[src/design/lcdseq_pkg.sv]
`default_nettype none

package lcdseq_pkg;

    localparam int DOT_W  = 10;
    localparam int LINE_W = 8;
    localparam int CFG_W  = 10;
    localparam int IDX_W  = 3;

    typedef enum logic [1:0] {
        MODE_HORIZ_BLANK = 2'd0,
        MODE_VERT_BLANK  = 2'd1,
        MODE_SEARCH      = 2'd2,
        MODE_TRANSFER    = 2'd3
    } mode_t;

    typedef enum logic [IDX_W-1:0] {
        REG_HBLANK_LENGTH      = 3'd0,
        REG_VBLANK_LINE_LENGTH = 3'd1,
        REG_SEARCH_LENGTH      = 3'd2,
        REG_TRANSFER_LENGTH    = 3'd3,
        REG_VISIBLE_LINES      = 3'd4,
        REG_FINAL_LINE         = 3'd5
    } reg_index_t;

    localparam logic [DOT_W-1:0]  HBLANK_LENGTH_RST      = 10'd204;
    localparam logic [DOT_W-1:0]  VBLANK_LINE_LENGTH_RST = 10'd456;
    localparam logic [DOT_W-1:0]  SEARCH_LENGTH_RST      = 10'd80;
    localparam logic [DOT_W-1:0]  TRANSFER_LENGTH_RST    = 10'd172;
    localparam logic [LINE_W-1:0] VISIBLE_LINES_RST      = 8'd144;
    localparam logic [LINE_W-1:0] FINAL_LINE_RST         = 8'd153;

endpackage

`default_nettype wire

[src/design/lcd_mode_line_sequencer_top.sv]
// Channel   Dir  Handshake                   Payload (low bit first)
// s_axis    in   s_axis_tvalid/tready        tdata[0] advance, [7:1] zero
// m_axis    out  m_axis_tvalid/tready        tdata[1:0] screen_mode, [9:2] line_number,
//                                            [10] vblank_irq, [15:11] zero
// cfg       in   cfg_we (no wait)            cfg_index selects register, cfg_data value
//
// One tick per cycle unless stalled: each transaction updates the dot counter,
// mode and line in the cycle it is accepted and loads the result register on the same edge.
// The result register is the only buffer: input is taken while it is empty or
// being drained, so a stalled output stalls the input with no bubble after it.
// Reset (rst_n low, asynchronous) restores register defaults, search mode, line 0.
`default_nettype none

module lcd_mode_line_sequencer_top
    import lcdseq_pkg::*;
(
    input  wire logic              clk,
    input  wire logic              rst_n,
    input  wire logic              s_axis_tvalid,
    output logic                   s_axis_tready,
    input  wire logic [7:0]        s_axis_tdata,   // [0] advance
    output logic                   m_axis_tvalid,
    input  wire logic              m_axis_tready,
    output logic [15:0]            m_axis_tdata,   // [1:0] screen_mode, [9:2] line_number,
                                                   // [10] vblank_irq
    input  wire logic              cfg_we,
    input  wire logic [IDX_W-1:0]  cfg_index,
    input  wire logic [CFG_W-1:0]  cfg_data
);

    logic [DOT_W-1:0]  hblank_length_reg;
    logic [DOT_W-1:0]  vblank_line_length_reg;
    logic [DOT_W-1:0]  search_length_reg;
    logic [DOT_W-1:0]  transfer_length_reg;
    logic [LINE_W-1:0] visible_lines_reg;
    logic [LINE_W-1:0] final_line_reg;

    logic [DOT_W-1:0]  dot_reg, dot_next;
    mode_t             mode_reg, mode_next;
    logic [LINE_W-1:0] line_reg, line_next;
    logic              irq_next;

    logic              out_valid_reg;
    mode_t             res_mode_reg;
    logic [LINE_W-1:0] res_line_reg;
    logic              res_irq_reg;

    logic              s_fire;
    logic [DOT_W:0]    dot_inc;
    logic [DOT_W-1:0]  mode_len;
    logic [LINE_W-1:0] line_inc;

    assign s_axis_tready = !out_valid_reg || m_axis_tready;
    assign s_fire        = s_axis_tvalid && s_axis_tready;

    always_ff @(posedge clk or negedge rst_n)
    begin
        if (!rst_n)
        begin
            hblank_length_reg      <= HBLANK_LENGTH_RST;
            vblank_line_length_reg <= VBLANK_LINE_LENGTH_RST;
            search_length_reg      <= SEARCH_LENGTH_RST;
            transfer_length_reg    <= TRANSFER_LENGTH_RST;
            visible_lines_reg      <= VISIBLE_LINES_RST;
            final_line_reg         <= FINAL_LINE_RST;
        end
        else if (cfg_we)
        begin
            case (cfg_index)
                REG_HBLANK_LENGTH:      hblank_length_reg      <= cfg_data;
                REG_VBLANK_LINE_LENGTH: vblank_line_length_reg <= cfg_data;
                REG_SEARCH_LENGTH:      search_length_reg      <= cfg_data;
                REG_TRANSFER_LENGTH:    transfer_length_reg    <= cfg_data;
                REG_VISIBLE_LINES:      visible_lines_reg      <= cfg_data[LINE_W-1:0];
                REG_FINAL_LINE:         final_line_reg         <= cfg_data[LINE_W-1:0];
                default:                ;
            endcase
        end
    end

    always_comb
    begin
        case (mode_reg)
            MODE_HORIZ_BLANK: mode_len = hblank_length_reg;
            MODE_VERT_BLANK:  mode_len = vblank_line_length_reg;
            MODE_SEARCH:      mode_len = search_length_reg;
            default:          mode_len = transfer_length_reg;
        endcase
    end

    assign dot_inc  = {1'b0, dot_reg} + {{DOT_W{1'b0}}, 1'b1};
    assign line_inc = line_reg + {{(LINE_W-1){1'b0}}, 1'b1};

    always_comb
    begin
        dot_next  = dot_reg;
        mode_next = mode_reg;
        line_next = line_reg;
        irq_next  = 1'b0;
        if (s_axis_tdata[0])
        begin
            if (dot_inc > {1'b0, mode_len})
            begin
                // end of mode: carry the overshoot into the next one
                dot_next = dot_inc[DOT_W-1:0] - mode_len;
                case (mode_reg)
                    MODE_SEARCH:   mode_next = MODE_TRANSFER;
                    MODE_TRANSFER: mode_next = MODE_HORIZ_BLANK;
                    MODE_HORIZ_BLANK:
                    begin
                        line_next = line_inc;
                        mode_next = (line_inc >= visible_lines_reg) ? MODE_VERT_BLANK
                                                                    : MODE_SEARCH;
                    end
                    default:
                    begin
                        if (line_reg >= final_line_reg)
                        begin
                            line_next = '0;
                            mode_next = MODE_SEARCH;
                            irq_next  = 1'b1;
                        end
                        else
                        begin
                            line_next = line_inc;
                        end
                    end
                endcase
            end
            else
            begin
                dot_next = dot_inc[DOT_W-1:0];
            end
        end
    end

    always_ff @(posedge clk or negedge rst_n)
    begin
        if (!rst_n)
        begin
            dot_reg       <= '0;
            mode_reg      <= MODE_SEARCH;
            line_reg      <= '0;
            out_valid_reg <= 1'b0;
        end
        else
        begin
            if (s_fire)
            begin
                dot_reg       <= dot_next;
                mode_reg      <= mode_next;
                line_reg      <= line_next;
                out_valid_reg <= 1'b1;
            end
            else if (m_axis_tready)
            begin
                out_valid_reg <= 1'b0;
            end
        end
    end

    // result payload: load on accept, hold otherwise
    always_ff @(posedge clk)
    begin
        if (s_fire)
        begin
            res_mode_reg <= mode_next;
            res_line_reg <= line_next;
            res_irq_reg  <= irq_next;
        end
    end

    assign m_axis_tvalid = out_valid_reg;
    assign m_axis_tdata  = {5'b0, res_irq_reg, res_line_reg, res_mode_reg};

`ifndef SYNTHESIS
    a_irq_wraps_to_search: assert property (@(posedge clk) disable iff (!rst_n)
        (out_valid_reg && res_irq_reg) |-> (res_mode_reg == MODE_SEARCH && res_line_reg == '0))
        else $error("vblank irq without wrap to line 0 in search mode");

    a_hold_keeps_state: assert property (@(posedge clk) disable iff (!rst_n)
        (s_fire && !s_axis_tdata[0]) |=>
            (res_mode_reg == $past(mode_reg) && res_line_reg == $past(line_reg)
             && !res_irq_reg && $stable(dot_reg)))
        else $error("held tick changed sequencer state");

    a_result_not_dropped: assert property (@(posedge clk) disable iff (!rst_n)
        (out_valid_reg && !m_axis_tready) |=> (out_valid_reg && $stable(res_line_reg)
                                               && $stable(res_mode_reg)))
        else $error("pending result lost while stalled");
`endif

endmodule

`default_nettype wire
[config.mk]
export PLATFORM = sky130hd
export DESIGN_NAME = lcd_mode_line_sequencer_top
export DESIGN_NICKNAME = d
export VERILOG_FILES = /design/src/design/lcdseq_pkg.sv /design/src/design/lcd_mode_line_sequencer_top.sv
export SDC_FILE = /design/constraint.sdc
export NUM_CORES = 1
export LEC_CHECK = 0
export CAP_MARGIN = 15
export CORE_UTILIZATION = 66
export CTS_BUF_LIST = sky130_fd_sc_hd__clkbuf_4 sky130_fd_sc_hd__clkbuf_8
export DETAILED_ROUTE_END_ITERATION = 12
export DONT_BUFFER_PORTS = 1
export PLACE_DENSITY = 0.82
export SYNTH_ARGS = -nofsm -noshare
export SYNTH_HDL_FRONTEND = slang
export SYNTH_SLANG_ARGS = --single-unit
export TNS_END_PERCENT = 5
[constraint.sdc]
create_clock -name clk -period 4.3 [get_ports clk]
set_input_delay 0.215 -clock clk [delete_from_list [all_inputs] [get_ports clk]]
set_output_delay 0.215 -clock clk [all_outputs]
set_load 0.02 [all_outputs]
==> impl_metrics.json, run 1 <==
{
  "status": "complete, but fails checks",
  "violations": "hold timing",
  "hold_viol_final": 1,
  "synth.distinct_cells": 71,
  "grt_pass1_wl_microns": 18600,
  "synth_top_family_by_area": "compound AO/OA/AOI/OAI gates",
  "stdcell_area_sq_um": 5570,
  "cts_sinks": 88,
  "die_x_microns": 90.0,
  "path_class": "flip-flop to flip-flop",
  "portBuffers": 0,
  "vias_per_cell": 6.32,
  "clock-skew-final_ps": 18.5,
  "worstPathCellList": "ha_1, a222oi_1, nand2_1, o21ai_0, ha_1, o211ai_1, a21oi_1, o211ai_2, o211a_4, nor3_4, o21ai_2, a22o_1",
  "num_rows": 31,
  "cts-root-buf": "clkbuf_8",
  "globalplace.congestion": 0.809,
  "rsz0062_at_grt": "false",
  "post_dp_cell_area_sq_um": 5200,
  "fmax_ghz": 0.250,
  "cts_setup_buffers": 0,
  "path_common_cell": "ha_1",
  "h-tree-depth": 3,
  "drive_above_1_share_pct": 24.4,
  "synthSimpleGateAreaFrac_pct": 12.8,
  "peakVddDrop_mv": 0.347,
  "synth_xor_area_share_pct": 3.43,
  "cts_inserted_buffers": 9,
  "maxSlewHeadroom_pct": 55.5,
  "dp_hpwl_microns": 7800,
  "yosysSeqAreaShare_pct": 44.7,
  "synth_compound_area_share_pct": 14.0,
  "crit_fanout": 15,
  "initial_utilization_pct": 69.3,
  "drtIter0Drc": 268,
  "insertion_delay_ps": 370,
  "die-height_microns": 90.0,
  "ant_nets": 0,
  "cpMaxStageDelayCell": "dfstp_2",
  "cts_max_path_buffers": 2,
  "wl_per_cell_microns": 19.6,
  "crit_buf_inv": 0,
  "worstPathRequired_ps": 4420,
  "timing.final.ws_setup_ps": 295,
  "power.leakage_nw": 2.38,
  "final_core_util_pct": 75.6,
  "cp_top_family": "compound AO/OA/AOI/OAI gates",
  "setup_viol": 0,
  "path_clk_slew_ps": 100,
  "coreArea_sq_um": 7370,
  "syn_inst": 465,
  "tightest_slew_ps": 664,
  "syn_area_sq_um": 5110,
  "min_path_type": "input port to flip-flop",
  "place_ws_ps": 385,
  "critPathLaunchType": "flip-flop",
  "regToRegSetupSlack_ps": 300,
  "yosys_register_bits": 88,
  "avgSynthCellArea_sq_um": 11.0,
  "cts_tree": "done",
  "route.detailed.drc": 0,
  "grt_max_degree": 78,
  "ys_async_sr_fraction_pct": 87.5,
  "max_cap_viol_count": 0,
  "grt_overflow": 0,
  "drt_wl_total_microns": 11400,
  "die_area_sq_um": 8090,
  "fill_cells": 515,
  "nets": 538,
  "cp_data_arrival_time_ps": 4130,
  "antenna_found_initial": 1,
  "finalPower_w": 0.00426,
  "grt_pass1_vias": 3767,
  "yosys-mux-area-fraction_pct": 12.6,
  "period_minus_slack_ps": 4000,
  "worst_hold_slack_ps": -0.848,
  "fin_setup_tns_ps": 0,
  "grt_use_total_pct": 29.6,
  "slew_viol_final": 0,
  "slowest_delay_ps": 580,
  "cp-end-kind": "flip-flop",
  "power_density_nw_per_um2": 766,
  "area_delta_synth_final_pct": 9.06,
  "first_pass_iters": 5,
  "synthAdderAreaFrac_pct": 8.48,
  "ios": 44,
  "period_share_pct": 93.1,
  "synth_ff_type": "dfrtp_1",
  "route.vias.total": 3685,
  "yosysWarnings": 0,
  "synth_edf_count": 11
}
layout make-up:
cell class | instances | area (sq um) | share of cell area, %
antenna | 1 | 2.50 | 0.0449
clock buffer | 11 | 139 | 2.49
clock inverter | 5 | 80.1 | 1.44
inverter | 29 | 109 | 1.95
multi-input combinational | 333 | 2660 | 47.7
sequential | 88 | 2280 | 41.0
tap | 99 | 124 | 2.22
timing repair buffer | 17 | 178 | 3.19
cells in the mapped netlist, types with 3 or more instances:
library cell	number	area share, %
a21o_1	3	0.44
a21oi_1	15	1.5
a222oi_1	9	1.8
a22o_2	3	0.59
a22oi_1	4	0.59
a32o_1	3	0.59
and3_1	4	0.49
buf_4	6	0.88
clkbuf_1	13	0.96
dfrtp_1	56	27
dfstp_2	21	11
edfxtp_1	11	6.5
ha_1	33	8.1
inv_1	28	2.1
mux2_2	53	12
mux2i_1	3	0.59
nand2_1	42	3.1
nand2b_1	11	1.3
nand3_1	7	0.69
nand4_1	3	0.37
nor2_1	15	1.1
nor3_1	5	0.49
o21ai_0	32	3.1
o21ai_2	3	0.51
or3_1	3	0.37
xnor2_1	15	2.6
xor2_1	5	0.86
what timing repair did:
action,CTS,global route
hold buffers,13,0
resized for setup,0,0
hold endpoints to repair,118,0
path summary, 6_finish.rpt:
check,cells after the start,endpoint,start
max,12,res_line_reg[3],mode_reg[1]
min,1,search_length_reg[9],cfg_data[9]
max reg2reg,12,res_line_reg[3],mode_reg[1]
min reg2reg,1,vblank_line_length_reg[2],vblank_line_length_reg[2]
max in group asynchronous,2,mode_reg[1],rst_n
min in group asynchronous,2,dot_reg[8],rst_n
cells in the final DEF (no fill, tap or decap), types with 3 or more instances in the layout:
cell,n
conb_1,5
nor2_1,15
nor3_1,5
dlygate4sd3_1,12
xnor2_1,15
dfrtp_1,56
buf_4,4
xor2_1,5
and3_1,4
a21o_1,3
dfstp_2,21
a22oi_1,4
clkbuf_8,9
nand3_1,7
ha_1,33
o21ai_0,32
o21ai_2,3
mux2_2,53
inv_1,28
or3_1,3
nand2_1,42
nand4_1,3
edfxtp_1,11
a21oi_1,15
a32o_1,3
mux2i_1,3
nand2b_1,11
a22o_2,3
a222oi_1,9
metrics by stage:
step	hold WS, ps	instances
2_1_floorplan	-80.6	469
3_3_place_gp	-78.9	553
3_5_place_dp	-79.2	553
4_1_cts	2.15	582
5_1_grt	1.96	583
6_report	-0.848	583
worst reg2reg max path, cell delays in order (launching register included):
cell and delay (ps):
dfstp_2 580, ha_1 560, a222oi_1 230, nand2_1 120, o21ai_0 160, ha_1 420, o211ai_1 130, a21oi_1 270
o211ai_2 170, o211a_4 320, nor3_4 360, o21ai_2 190, a22o_1 270
cells by family (layout without fill, tap and decap cells):
kind of cell	count (synthesis)	in the layout
simple gates	116	116
other cells	1	6
fa+ha+maj	34	34
xor+xnor	20	20
mux	57	57
flops	88	88
compound gates	101	101
buf+inv	48	62
report_power, final:
group          leakage [nW]  total (W)  internal, W  switching, W
Combinational          1.26    0.00232     0.000957       0.00136
Clock                 0.108   0.000648     0.000341      0.000307
Sequential             1.01    0.00130      0.00110      0.000199
metal layers:
metal,routed length (microns),up-vias,share of wire [%],track usage (%)
li1,-,1714,-,-
met1,4930,1792,43,39.4
met2,5470,149,48,48.0
met3,737,30,6.5,5.41
met4,278,0,2.4,12.8
met5,0,-,0,0
(Power assumes the default switching activity.)
==> inputs of run 2 (changes only) <==
Settings changed: MAX_ROUTING_LAYER set to met4.
==> impl_metrics.json, run 2 (synthesis results as in run 1) <==
{
  "hold_viol_final": 1,
  "hp-start": "cfg_data[9]",
  "die_area_sq_um": 8090,
  "peakVddDrop_mv": 0.347,
  "dp_hpwl_microns": 7800,
  "rsz0062_at_grt": "false",
  "worst_hold_slack_ps": -0.357,
  "worstPathRequired_ps": 4420,
  "grt_pass1_wl_microns": 18600,
  "cts_inserted_buffers": 9,
  "drt_wl_total_microns": 11500,
  "final_common_cell": "dfrtp_1",
  "fill_cells": 515,
  "violations": "hold timing",
  "critPathLaunchType": "flip-flop",
  "ios": 44,
  "slowest_delay_ps": 580,
  "portBuffers": 0,
  "area_delta_synth_final_pct": 9.06,
  "fmax_ghz": 0.249,
  "vias_per_cell": 6.44,
  "route.detailed.drc": 0,
  "switching_share_pct": 43.8,
  "power_switching_w": 0.00187,
  "power_frac_seq_pct": 30.5,
  "nets": 538,
  "cts-root-buf": "clkbuf_8",
  "slew_viol_final": 0,
  "cts_max_path_buffers": 2,
  "regToRegSetupSlack_ps": 290,
  "cp_data_arrival_time_ps": 4140,
  "grt_overflow": 0,
  "multiInputGateArea_sq_um": 2660,
  "crit_fanout": 15,
  "mostFrequentLayoutCells": "56 x dfrtp_1, 53 x mux2_2, 42 x nand2_1",
  "ff_latch_area_sq_um": 2280,
  "cts_tree": "done",
  "path_common_cell": "ha_1",
  "first_pass_iters": 5,
  "die_x_microns": 90.0,
  "grt_pass1_vias": 3752,
  "pwr-share-comb_pct": 54.3,
  "die-height_microns": 90.0,
  "insertion_delay_ps": 370,
  "period_share_pct": 93.4,
  "finalPower_w": 0.00426,
  "setup_viol": 0,
  "cts_sinks": 88,
  "p_clk_share_pct": 15.2,
  "clock-skew-final_ps": 19.6,
  "drtIter0Drc": 308,
  "min_path_type": "input port to flip-flop",
  "grt_max_degree": 78,
  "status": "complete, but fails checks",
  "drive_above_1_share_pct": 24.4,
  "wl_per_cell_microns": 19.8,
  "initial_utilization_pct": 69.3,
  "cpMaxStageDelayCell": "dfstp_2",
  "fin_setup_tns_ps": 0,
  "route.vias.total": 3753,
  "grt_use_total_pct": 30.6,
  "worstPathCellList": "ha_1, a222oi_1, nand2_1, o21ai_0, ha_1, o211ai_1, a21oi_1, o211ai_2, o211a_4, nor3_4, o21ai_2, a22o_1",
  "p_int_w": 0.00239,
  "tightest_slew_ps": 649,
  "num_rows": 31,
  "crit_start": "mode_reg[1]",
  "path_class": "flip-flop to flip-flop",
  "maxSlewHeadroom_pct": 56.5,
  "cp-end-kind": "flip-flop",
  "power_density_nw_per_um2": 765,
  "ant_nets": 0,
  "coreArea_sq_um": 7370,
  "h-tree-depth": 3,
  "path_clk_slew_ps": 100,
  "period_minus_slack_ps": 4010,
  "antenna_found_initial": 1,
  "cts_resized": 0,
  "r2r-start": "mode_reg[1]",
  "power.leakage_nw": 2.38,
  "max_cap_viol_count": 0,
  "globalplace.congestion": 0.821
}
## run 2: cell counts in the layout (fill, tap and decap cells not counted)
Identical to the previous run, type by type.
## run 2: repair_timing
| action | CTS | global route |
|---|---|---|
| hold buffers | 13 | 0 |
| hold endpoints to repair | 118 | 0 |
| setup buffers | 0 | 0 |
## run 2: worst paths after layout
path                       cells past startpoint                      to
setup / recovery                              12         res_line_reg[3]
hold / removal                                 1    search_length_reg[9]
setup reg to reg                              12         res_line_reg[3]
hold reg to reg                                1  transfer_length_reg[8]
max in group asynchronous                      2             mode_reg[1]
min in group asynchronous                      2              dot_reg[8]
## run 2: critical path, delay by kind of cell (launching register included)
family / cells / cell delay, ps
and+or+nand+nor: 2 / 480
DFF: 1 / 580
AOI/OAI and AO/OA: 8 / 1740
adders and majority gates: 2 / 980
## run 2: per-stage QoR
stage          instance area, sq um  instances  setup slack, ps  util [%]  hold slack, ps
2_1_floorplan                  5120        469              951         -           -80.6
3_3_place_gp                   5200        553              483      70.6           -78.9
3_5_place_dp                   5200        553              385      70.6           -79.2
4_1_cts                        5570        582              363      75.6            2.15
5_1_grt                        5570        583             39.2      75.6            1.95
6_report                       5570        583              285      75.6          -0.357
## run 2: per-layer routing
metal / vias to the layer above / GRT usage, % / wire, microns
met5: - / - / 0
met4: 0 / 12.8 / 283
met3: 30 / 5.16 / 707
met2: 161 / 47.7 / 5510
met1: 1846 / 39.9 / 5020
li1: 1716 / - / -
## run 2: layout make-up
class                      instances  area share, %
clock inverter                     5           1.44
tap                               99           2.22
inverter                          29           1.95
antenna                            1         0.0449
clock buffer                      11           2.49
sequential                        88           41.0
multi-input combinational        333           47.7
timing repair buffer              17           3.19
## run 2: power by group through the flow
stage	clock, W	combinational [W]	sequential [W]
after floorplan	0	0.00180	0.00125
after detailed placement	0	0.00224	0.00131
after global routing	0.000682	0.00255	0.00132
final	0.000648	0.00232	0.00130
after CTS	0.000647	0.00230	0.00129
after global placement	0	0.00213	0.00129
==> inputs of run 3 (changes only) <==
Settings changed: CORE_UTILIZATION 66 to 55, PLACE_DENSITY 0.82 to 0.7.
==> impl_metrics.json, run 3 (synthesis results as in run 1) <==
{
  "max_cap_viol_count": 0,
  "num_rows": 34,
  "h-tree-depth": 3,
  "place_ws_ps": 367,
  "power.leakage_nw": 2.41,
  "path_clk_slew_ps": 90,
  "grt_pass1_wl_microns": 17600,
  "maxSlewHeadroom_pct": 54.0,
  "portBuffers": 0,
  "cts_tree": "done",
  "die_x_microns": 98.4,
  "worstPathCellList": "inv_1, ha_1, a22oi_1, nand2_1, mux2_2, inv_1, ha_1, nand2b_1, a21oi_1, o211ai_2, o211a_4, nor3_4, o21ai_2, a22o_1",
  "vias_per_cell": 6.06,
  "ios": 44,
  "cts_max_path_buffers": 2,
  "hold_viol_final": 0,
  "status": "complete, but fails checks",
  "grt.busiest_layer": "met2",
  "antenna_found_initial": 0,
  "fmax_ghz": 0.253,
  "drtIter0Drc": 163,
  "timing.final.ws_setup_ps": 353,
  "antennaDiodeCount": 0,
  "crit_fanout": 15,
  "setup_viol": 0,
  "clock-skew-final_ps": 12.6,
  "fin_setup_tns_ps": 0,
  "crit_buf_inv": 2,
  "dpl.cell_count": 562,
  "initial_utilization_pct": 57.7,
  "coreArea_sq_um": 8850,
  "final_common_cell": "dfrtp_1",
  "insertion_delay_ps": 360,
  "wl_per_cell_microns": 18.7,
  "ant_nets": 0,
  "fill_cells": 727,
  "min_path_type": "input port to flip-flop",
  "violations": "DRC",
  "finalPower_w": 0.00417,
  "nets": 545,
  "route.detailed.drc": 6,
  "cts-root-buf": "clkbuf_8",
  "grt_overflow": 0,
  "met1_usage_pct": 34.1,
  "slew_viol_final": 0,
  "met3_usage_pct": 4.51,
  "critPathLaunchType": "flip-flop",
  "drt_wl_total_microns": 11200,
  "die_area_sq_um": 9680,
  "die-height_microns": 98.4,
  "cp-end-kind": "flip-flop",
  "first_pass_iters": 10,
  "mostFrequentLayoutCells": "56 x dfrtp_1, 53 x mux2_2, 42 x nand2_1",
  "worst_hold_slack_ps": 7.97,
  "cts_inserted_buffers": 9,
  "tightest_slew_ps": 687,
  "globalplace.congestion": 0.829,
  "grt_use_total_pct": 24.3,
  "route.vias.total": 3620,
  "period_minus_slack_ps": 3950,
  "cpMaxStageDelayCell": "ha_1",
  "rsz0062_at_grt": "false",
  "cts_sinks": 88,
  "dp_hpwl_microns": 7660,
  "cp_data_arrival_time_ps": 4050,
  "area_delta_synth_final_pct": 10.0,
  "power_density_nw_per_um2": 743,
  "worstPathRequired_ps": 4410,
  "grt_max_degree": 78,
  "cp_top_family": "compound AO/OA/AOI/OAI gates",
  "period_share_pct": 91.8,
  "slowest_delay_ps": 600,
  "grt_pass1_vias": 3421,
  "drive_above_1_share_pct": 24.1,
  "instances_no_fill": 597,
  "path_class": "flip-flop to flip-flop",
  "peakVddDrop_mv": 0.301,
  "gr-usage-met2_pct": 36.6
}
-- run 3: cell count changes in the layout (fill, tap and decap cells not counted), sizes merged --
| cell | before | now |
|---|---|---|
| inv | 29 | 28 |
| bufinv | 2 | 1 |
| clkinvlp | 1 | 0 |
| diode | 1 | 0 |
| dlygate4sd3 | 12 | 19 |
| clkinv | 2 | 4 |
-- run 3: area by class of cell --
type,instances,area (sq um),share of cell area [%]
well taps,108,135,2.41
flip-flops and latches,88,2280,40.6
multi-input cells,333,2660,47.3
clock inverters,4,48.8,0.869
clock buffers,11,139,2.47
inverters,29,109,1.94
repair buffers,24,248,4.41
-- run 3: worst paths after layout --
kind	start	endpoint	slack [ps]	depth (start not counted)
setup / recovery	mode_reg[0]	res_line_reg[2]	350	14
hold / removal	cfg_data[2]	vblank_line_length_reg[2]	8	1
setup reg to reg	mode_reg[0]	res_line_reg[2]	350	14
hold reg to reg	transfer_length_reg[6]	transfer_length_reg[6]	510	1
max in group asynchronous	rst_n	transfer_length_reg[3]	3530	2
min in group asynchronous	rst_n	dot_reg[8]	400	2
-- run 3: per-layer routing --
metal  vias up  wire (microns)
met4         0              84
met1      1787            5390
met2        89            5190
met5         -               0
met3         8             511
li1       1736               -
-- run 3: power by group --
group	leakage (nW)	switching, W	internal [W]
Combinational	1.29	0.00136	0.000959
Sequential	1.01	0.000192	0.00110
Clock	0.100	0.000290	0.000278
Total	2.41	0.00184	0.00233
-- run 3: repair_timing --
action | CTS | global route
resized for setup | 0 | 0
buffers inserted | 0 | 0
endpoints found under the setup margin | 0 | 0
hold endpoints to repair | 90 | 13
hold buffers | 12 | 8
-- run 3: metrics by stage --
step | utilization [%] | cell area, sq um
finish | 63.5 | 5620
global placement | 58.9 | 5210
global route | 63.5 | 5620
detailed placement | 58.9 | 5210
CTS | 62.6 | 5540
floorplan | - | 5120
